==> src/rtl/dipc_pkg.sv <==
// ----------------------------------------------------------------------------
// Dual-issue pairing check package
// Types, opcode and function codes, and stop reason codes shared by the
// decode stage and the top level.
// ----------------------------------------------------------------------------
`default_nettype none

package dipc_pkg;

  localparam int WordW = 32;
  localparam int RegW  = 5;
  localparam int OpW   = 6;

  // Primary opcodes.
  localparam logic [OpW-1:0] OP_SPECIAL = 6'd0;
  localparam logic [OpW-1:0] OP_J       = 6'd2;
  localparam logic [OpW-1:0] OP_JAL     = 6'd3;
  localparam logic [OpW-1:0] OP_BEQ     = 6'd4;
  localparam logic [OpW-1:0] OP_BNE     = 6'd5;
  localparam logic [OpW-1:0] OP_BLEZ    = 6'd6;
  localparam logic [OpW-1:0] OP_BGTZ    = 6'd7;
  localparam logic [OpW-1:0] OP_LUI     = 6'd15;
  localparam logic [OpW-1:0] OP_MUL     = 6'd28;
  localparam logic [OpW-1:0] OP_LW      = 6'd35;
  localparam logic [OpW-1:0] OP_SW      = 6'd43;

  // Function codes under the special opcode.
  localparam logic [OpW-1:0] FN_SLL  = 6'd0;
  localparam logic [OpW-1:0] FN_SRL  = 6'd2;
  localparam logic [OpW-1:0] FN_SRA  = 6'd3;
  localparam logic [OpW-1:0] FN_JR   = 6'd8;
  localparam logic [OpW-1:0] FN_JALR = 6'd9;

  localparam logic [RegW-1:0] LINK_REG = 5'd31;

  typedef enum logic [1:0] {
    STOP_NONE   = 2'd0,
    STOP_CTRL   = 2'd1,
    STOP_STRUCT = 2'd2,
    STOP_DATA   = 2'd3
  } stop_reason_t;

  typedef struct packed {
    logic [WordW-1:0] first_word;
    logic [WordW-1:0] second_word;
  } dipc_in_t;

  typedef struct packed {
    logic         pair_ok;
    stop_reason_t stop_reason;
    logic         also_data_dep;
  } dipc_out_t;

  // Per-word decode summary used by the pairing rules.
  typedef struct packed {
    logic            is_ctrl;
    logic            is_mem;
    logic            is_mul;
    logic            wr_en;
    logic [RegW-1:0] wr_reg;
    logic            rd_rs;
    logic            rd_rt;
    logic [RegW-1:0] rs;
    logic [RegW-1:0] rt;
  } dipc_dec_t;

endpackage

`default_nettype wire

==> src/rtl/dual_issue_pairing_check.sv <==
// ----------------------------------------------------------------------------
// Dual-issue pairing check
// Decides whether two consecutive instruction words may issue in one cycle.
// ----------------------------------------------------------------------------
// Each start transfer gives one result, strobed on out_valid from the result register.
// Throughput: one pair per cycle; busy is always low, so start may be held high.
// The path is an input register, decode of both words and the pairing rules,
// then the result register.
// Reset (rst_n, synchronous) clears the valid bits of both stages only.
`default_nettype none

module dual_issue_pairing_check
  import dipc_pkg::*;
(
  input  wire logic     clk,
  input  wire logic     rst_n,
  input  wire logic     start,
  output logic          busy,
  input  wire dipc_in_t in_item,
  output logic          out_valid,
  output dipc_out_t     out_item
);

  logic      in_valid_r;
  logic      in_valid_nxt;
  dipc_in_t  in_item_r;
  logic      out_valid_r;
  logic      out_valid_nxt;
  dipc_out_t out_item_r;
  dipc_out_t out_item_nxt;
  dipc_dec_t dec_a;
  dipc_dec_t dec_b;
  logic      dep;
  logic      struct_hit;

  assign busy         = 1'b0;
  assign in_valid_nxt = start && !busy;

  always_ff @(posedge clk) begin
    if (!rst_n) begin
      in_valid_r <= 1'b0;
    end else begin
      in_valid_r <= in_valid_nxt;
    end
  end

  always_ff @(posedge clk) begin
    if (in_valid_nxt) begin
      in_item_r <= in_item;
    end
  end

  dipc_decode u_dec_a (
    .word (in_item_r.first_word),
    .dec  (dec_a)
  );

  dipc_decode u_dec_b (
    .word (in_item_r.second_word),
    .dec  (dec_b)
  );

  // RAW through either source of the second word, or WAW on the same register.
  assign dep = dec_a.wr_en &&
               ((dec_b.rd_rs && (dec_b.rs == dec_a.wr_reg)) ||
                (dec_b.rd_rt && (dec_b.rt == dec_a.wr_reg)) ||
                (dec_b.wr_en && (dec_b.wr_reg == dec_a.wr_reg)));

  assign struct_hit = (dec_a.is_mem && dec_b.is_mem) || (dec_a.is_mul && dec_b.is_mul);

  always_comb begin
    out_item_nxt = '0;
    if (dec_a.is_ctrl) begin
      out_item_nxt.stop_reason = STOP_CTRL;
    end else if (struct_hit) begin
      out_item_nxt.stop_reason   = STOP_STRUCT;
      out_item_nxt.also_data_dep = dep;
    end else if (dep) begin
      out_item_nxt.stop_reason = STOP_DATA;
    end else begin
      out_item_nxt.pair_ok     = 1'b1;
      out_item_nxt.stop_reason = STOP_NONE;
    end
  end

  assign out_valid_nxt = in_valid_r;

  always_ff @(posedge clk) begin
    if (!rst_n) begin
      out_valid_r <= 1'b0;
    end else begin
      out_valid_r <= out_valid_nxt;
    end
  end

  always_ff @(posedge clk) begin
    if (out_valid_nxt) begin
      out_item_r <= out_item_nxt;
    end
  end

  assign out_valid = out_valid_r;
  assign out_item  = out_item_r;

  // Every transfer taken produces a result strobe through the input and result registers.
  a_two_cycle_latency : assert property (@(posedge clk) disable iff (!rst_n)
    (start && !busy) |=> ##1 out_valid)
    else $error("result strobe missing two cycles after start transfer");

  a_pair_ok_matches_reason : assert property (@(posedge clk) disable iff (!rst_n)
    out_valid |-> (out_item.pair_ok == (out_item.stop_reason == STOP_NONE)))
    else $error("pair_ok disagrees with stop_reason");

  a_dep_only_on_struct : assert property (@(posedge clk) disable iff (!rst_n)
    (out_valid && out_item.also_data_dep) |-> (out_item.stop_reason == STOP_STRUCT))
    else $error("also_data_dep set outside a structural stop");

  a_ctrl_first : assert property (@(posedge clk) disable iff (!rst_n)
    (in_valid_r && dec_a.is_ctrl) |=> (out_item.stop_reason == STOP_CTRL))
    else $error("control instruction in slot one did not give a control stop");

  a_data_stop_has_dep : assert property (@(posedge clk) disable iff (!rst_n)
    (in_valid_r && !dec_a.is_ctrl && !struct_hit && dep) |=>
      (out_item.stop_reason == STOP_DATA))
    else $error("dependency without structural or control hazard not reported");

endmodule

`default_nettype wire

==> src/rtl/dipc_decode.sv <==
// ----------------------------------------------------------------------------
// Dual-issue pairing check: instruction decode
// Classifies one instruction word and extracts its source and destination
// register usage.
// ----------------------------------------------------------------------------
`default_nettype none

module dipc_decode
  import dipc_pkg::*;
(
  input  wire logic [WordW-1:0] word,
  output dipc_dec_t             dec
);

  logic [OpW-1:0]  op;
  logic [OpW-1:0]  fn;
  logic [RegW-1:0] rd;
  logic            is_hlt;

  assign op     = word[31:26];
  assign fn     = word[5:0];
  assign rd     = word[15:11];
  assign is_hlt = (word == '0);

  always_comb begin
    dec        = '0;
    dec.rs     = word[25:21];
    dec.rt     = word[20:16];
    dec.is_mem = (op == OP_LW) || (op == OP_SW);
    dec.is_mul = (op == OP_MUL);

    case (op)
      OP_SPECIAL: begin
        dec.is_ctrl = is_hlt || (fn == FN_JR) || (fn == FN_JALR);
        dec.wr_en   = !is_hlt && (fn != FN_JR);
        dec.wr_reg  = rd;
        if (fn inside {FN_SLL, FN_SRL, FN_SRA}) begin
          dec.rd_rt = !is_hlt;
        end else if (fn inside {FN_JR, FN_JALR}) begin
          dec.rd_rs = 1'b1;
        end else begin
          dec.rd_rs = 1'b1;
          dec.rd_rt = 1'b1;
        end
      end
      OP_J: begin
        dec.is_ctrl = 1'b1;
      end
      OP_JAL: begin
        dec.is_ctrl = 1'b1;
        dec.wr_en   = 1'b1;
        dec.wr_reg  = LINK_REG;
      end
      OP_BEQ, OP_BNE: begin
        dec.is_ctrl = 1'b1;
        dec.rd_rs   = 1'b1;
        dec.rd_rt   = 1'b1;
      end
      OP_BLEZ, OP_BGTZ: begin
        dec.is_ctrl = 1'b1;
        dec.rd_rs   = 1'b1;
      end
      OP_MUL: begin
        dec.wr_en  = 1'b1;
        dec.wr_reg = rd;
        dec.rd_rs  = 1'b1;
        dec.rd_rt  = 1'b1;
      end
      OP_SW: begin
        dec.rd_rs = 1'b1;
        dec.rd_rt = 1'b1;
      end
      OP_LUI: begin
        dec.wr_en  = 1'b1;
        dec.wr_reg = dec.rt;
      end
      default: begin
        // Loads, immediate ALU ops and unlisted opcodes read rs, write rt.
        dec.wr_en  = 1'b1;
        dec.wr_reg = dec.rt;
        dec.rd_rs  = 1'b1;
      end
    endcase
  end

endmodule

`default_nettype wire
==> config.mk <==
export PLATFORM = sky130hd
export DESIGN_NAME = dual_issue_pairing_check
export DESIGN_NICKNAME = d
export VERILOG_FILES = /design/src/rtl/dipc_pkg.sv /design/src/rtl/dual_issue_pairing_check.sv /design/src/rtl/dipc_decode.sv
export SDC_FILE = /design/constraint.sdc
export NUM_CORES = 1
export LEC_CHECK = 0
export BUFFER_PORTS_ARGS = -buffer_cell sky130_fd_sc_hd__buf_2
export CAP_MARGIN = 20
export CELL_PAD_IN_SITES_DETAIL_PLACEMENT = 0
export CELL_PAD_IN_SITES_GLOBAL_PLACEMENT = 2
export CORE_UTILIZATION = 36
export DETAILED_ROUTE_END_ITERATION = 6
export GPL_TIMING_DRIVEN = 0
export PLACE_DENSITY_LB_ADDON = 0.1
export SYNTH_ARGS = -nofsm -noshare
export SYNTH_HDL_FRONTEND = slang
export SYNTH_HIERARCHICAL = 1
export SYNTH_SLANG_ARGS = --single-unit
export TNS_END_PERCENT = 30
==> constraint.sdc <==
create_clock -name clk -period 3.3 [get_ports clk]
set_input_delay 0.165 -clock clk [delete_from_list [all_inputs] [get_ports clk]]
set_output_delay 0.165 -clock clk [all_outputs]
set_load 0.1 [all_outputs]
# [Word-level counts from Yosys, hierarchy flattened]
# Index checks and enable logic that the tools add are counted.
[op_classes] n_reduce_logical=31 n_mux=11 eq_ne=30 n_bitwise=1
[ops] op="logical NOT 32 bit" n=2
[ops] op="equality test 6 x 3 -> 1 bit, second input constant" n=8
[ops] op="case mux 6 bit (4 select lines)" n=2
[ops] op="equality test 6 x 2 -> 1 bit, second input constant" n=6
[ops] op="equality test 6 x 4 -> 1 bit, second input constant" n=5
[ops] op="equality test 6 bit, second input constant" n=4
[ops] op="logical NOT 6 bit" n=3
[ops] op="OR reduction 6 bit" n=3
[ops] op="equality test 5 bit" n=3
[ops] op="equality test 6 x 5 -> 1 bit, second input constant" n=2
[ops] op="inequality test 6 x 4 -> 1 bit, second input constant" n=2
[ops] op="logical AND 1 bit" n=8
[ops] op="logical OR 1 bit" n=7
[ops] op="case mux 1 bit (2 select lines)" n=3
[ops] op="2-to-1 mux 1 bit" n=4
[ops] op="2-to-1 mux 2 bit" n=2
[ops] op="OR reduction 2 bit" n=2
[ops] op="OR reduction 4 bit" n=1
[ops] op="nonzero test 3 bit" n=1
[ops] op="OR reduction 3 bit" n=1
[ops] op="logical NOT 1 bit" n=2
[ops] op="nonzero test 2 bit" n=1
[ops] op="inverter 1 bit" n=1
[totals] register_bits=70 out_inout_bits=6 wordCells=80 inputBits=67

# [Longest topological paths before layout]
[depth] word_depth=11 depth_mapped=9 mapped_depth_nobuf=8

# [Cells and area by module]
# Netlist, hierarchy kept.
[by_module_without_submodules] module="dual_issue_pairing_check" instances=1 seq_area_each_um2=2082.0 area_per_inst_um2=2331.0 cells_each=103
[by_module_without_submodules] module="dipc_decode" instances=2 seq_area_each_um2=0.0 area_per_inst_um2=506.7 cells_each=80

# [Worst setup path before layout]
# No wires, ideal clock.
[synth_timing] path_kind="register to register" startpoint="register in_item_r[62] in the netlist's numbering" endpoint="register out_item_r (netlist bit out_item[3]) (data pin)" path_buffers=1 t_arrival_ps=2410 setup_time_ps=256 period_less_slack_ps=2666 path_slack_ps=634 t_required_ps=3044 stages_incl_launch_ff=10 path_cell_list="edfxtp_1 > buf_2 > or3_1 > a2111oi_4 > a21oi_1 > o21ai_1 > xor2_1 > nor4_2 > nand4_1 > and4_1"
[synth_rtl] item="from (decl)" line_no="dual_issue_pairing_check.sv:26" text="dipc_in_t in_item_r;"
[synth_rtl] item="from (signal assigned)" line_no="dual_issue_pairing_check.sv:49" text="in_item_r <= in_item;"
[synth_rtl] item="to (signal assigned)" line_no="dual_issue_pairing_check.sv:98" text="out_item_r <= out_item_nxt;"
[synth_rtl] item="to (decl)" line_no="dual_issue_pairing_check.sv:29" text="dipc_out_t out_item_r;"

==> metrics.csv <==
metric;value;unit
CTS buffer count;9;
post-synth net total;303;
Largest stage delay, worst path;0.49;ns
final setup TNS;0;ns
crit path from;in_item_r[62]$_DFFE_PP_;
Multi-input gate area;922;sq um
height of the die;95.7;um
Final Cell Area;4520;sq um
Post-CTS Setup Repair Bufs;0;
Startpoint Class;flop;
H-tree depth;3;
Hold Crit Start;rst_n;
synthesized instance count;236;
Cell Area, Placed;3670;sq um
post-cts hold buffer count;62;
HP Class;input pin to flop;
Max IR drop VDD;0.219;mV
Max Clock Freq;0.336;GHz
Initial Util;37.9;%
pre-CTS WS;0.307;ns
Final #Nets;450;
I/O pins;73;
P&R area growth vs syn;43.0;%
floorplan core area;8340;sq um
Setup CP Type;flop to flop;
IO buf count;71;
DRT Pass-1 Iters;4;
cell at the slowest stage of the critical path;a2111oi_4;
synth warn;6;
Worst-path clk slew;0.08;ns
crit path DAT;3.09;ns
CTS tree;built;
DR vias;2341;
Wirelength per Cell;14.4;um
Worst-Skew Late Latency;0.35;ns
Syn Std Cell Area;3160;sq um
min Tclk post-route;2.98;ns
Power Density;475;nW/um^2
dpl cells;413;
Final Cycle Share;90.3;%
CP Data Required Time;3.41;ns
total global-route track usage;17.0;%
Antenna diodes;0;
Layout fillers;709;
largest net degree at the start of global routing;42;
max-cap violation count;0;
initial antenna violation count;0;
Worst Path Buf+Inv;1;
Lkg Pwr;1.69;nW
post-DP HPWL;4.71;mm
Final WS setup;0.320;ns
crit-path leading delay family;simple AND/OR/NAND/NOR gates;
unrepaired setup endpoints after global routing;no;
Setup crit end kind;flop;
Non-Filler Instances;492;
slew margin rel.;62.4;%
endpoints failing hold;0;
actual transition at the worst max-transition pin;0.558;ns
first-pass GRT wire length;11.2;mm
die area;9150;sq um
startpoint of the worst register-to-register path;in_item_r[62]$_DFFE_PP_;
Critical Path Fanout Max;7;
outcome;complete, no violations;
Reg area;2080;sq um
Longest Clk Path Bufs;2;
share of layout cells above drive strength 1;29.5;%
grt ovf;0;
drc violations;0;
Syn Area/Cell;13.4;sq um
CTS-repair resized insts;0;
clock skew;0.0150;ns
fin. max-slew vios;0;
number of global-route vias before repair;2459;
Initial DRC Count;59;
CTS Sinks;70;
DRT antenna net count;0;
Vias/cell;4.76;
die span in x;95.7;um
DRT Wirelength;7.07;mm
crit-path cells;buf_2 > or3_1 > a2111oi_4 > a21oi_1 > o21ai_1 > xor2_1 > nor4_2 > nand4_1 > and4_1;
final setup vio count;0;
Site Rows;33;
clk root buf;clkbuf_8;
RePlAce Congestion;0.760;
through the flow:
step	util, %	total power, mW	hold slack (ns)
final	54.2	2.14	0.0434
after global placement	43.7	1.37	0.341
after detailed placement	44.0	1.37	0.343
after floorplan	-	1.28	0.264
after CTS	53.9	2.17	0.00200
after global routing	54.2	2.25	0.0464
where the power goes:
| group | switching (mW) | internal, mW | leakage, nW |
|---|---|---|---|
| Sequential | 0.0333 | 1.05 | 0.678 |
| Clock | 0.315 | 0.420 | 0.0990 |
| Combinational | 0.164 | 0.159 | 0.909 |
per-layer routing:
metal / routed length, um / global-route usage (%) / vias to the layer above
met1: 2950 / 18.8 / 1106
met3: 210 / 4.15 / 9
met5: 0 / 0 / -
li1: - / - / 1180
met2: 3820 / 31.4 / 46
met4: 87 / 5.97 / 0
sequential cells by signal, summed over array words and instances (netlist names):
signal	cells
out_valid	1
in_valid_r	1
out_item	4
in_item_r	64
cell type report:
| type | count | area share, % |
|---|---|---|
| Buffer | 23 | 3.27 |
| Clock buffer | 9 | 2.74 |
| Clock inverter | 6 | 1.94 |
| Inverter | 2 | 0.166 |
| Multi-Input combinational cell | 141 | 20.4 |
| Sequential cell | 70 | 46.1 |
| Tap cell | 105 | 2.91 |
| Timing Repair Buffer | 136 | 22.5 |
final timing paths:
check	end	slack, ns	cells after the start
worst max-delay path	out_item[3]$_SDFFCE_PP0P_	0.32	9
worst min-delay path	out_valid$_SDFF_PN0_	0.04	2
worst max register to register	out_item[3]$_SDFFCE_PP0P_	0.32	9
worst min register to register	out_item[3]$_SDFFCE_PP0P_	0.53	0
cells in the final DEF, fill, tap and decap left out, types with 2 or more instances in the layout:
master	count
dlygate4sd3_1	64
o31ai_2	2
a31oi_1	2
clkbuf_8	9
and4b_1	2
buf_2	75
nand3b_1	3
a21oi_1	12
o21ai_0	2
inv_1	2
nand3_1	8
a211o_1	2
nand2b_1	3
nor2b_1	2
a22oi_1	3
or4_4	2
edfxtp_1	68
clkinvlp_4	2
clkbuf_1	6
nand2_1	14
nand4_1	5
or3_4	2
nor4_1	16
and2_1	2
bufinv_16	2
buf_4	11
buf_6	2
o21ai_1	10
xnor2_1	11
xor2_1	4
dfxtp_1	2
nor2_1	17
or3_1	6
a2111oi_4	2
No activity file was read; power rests on OpenSTA's default activity.
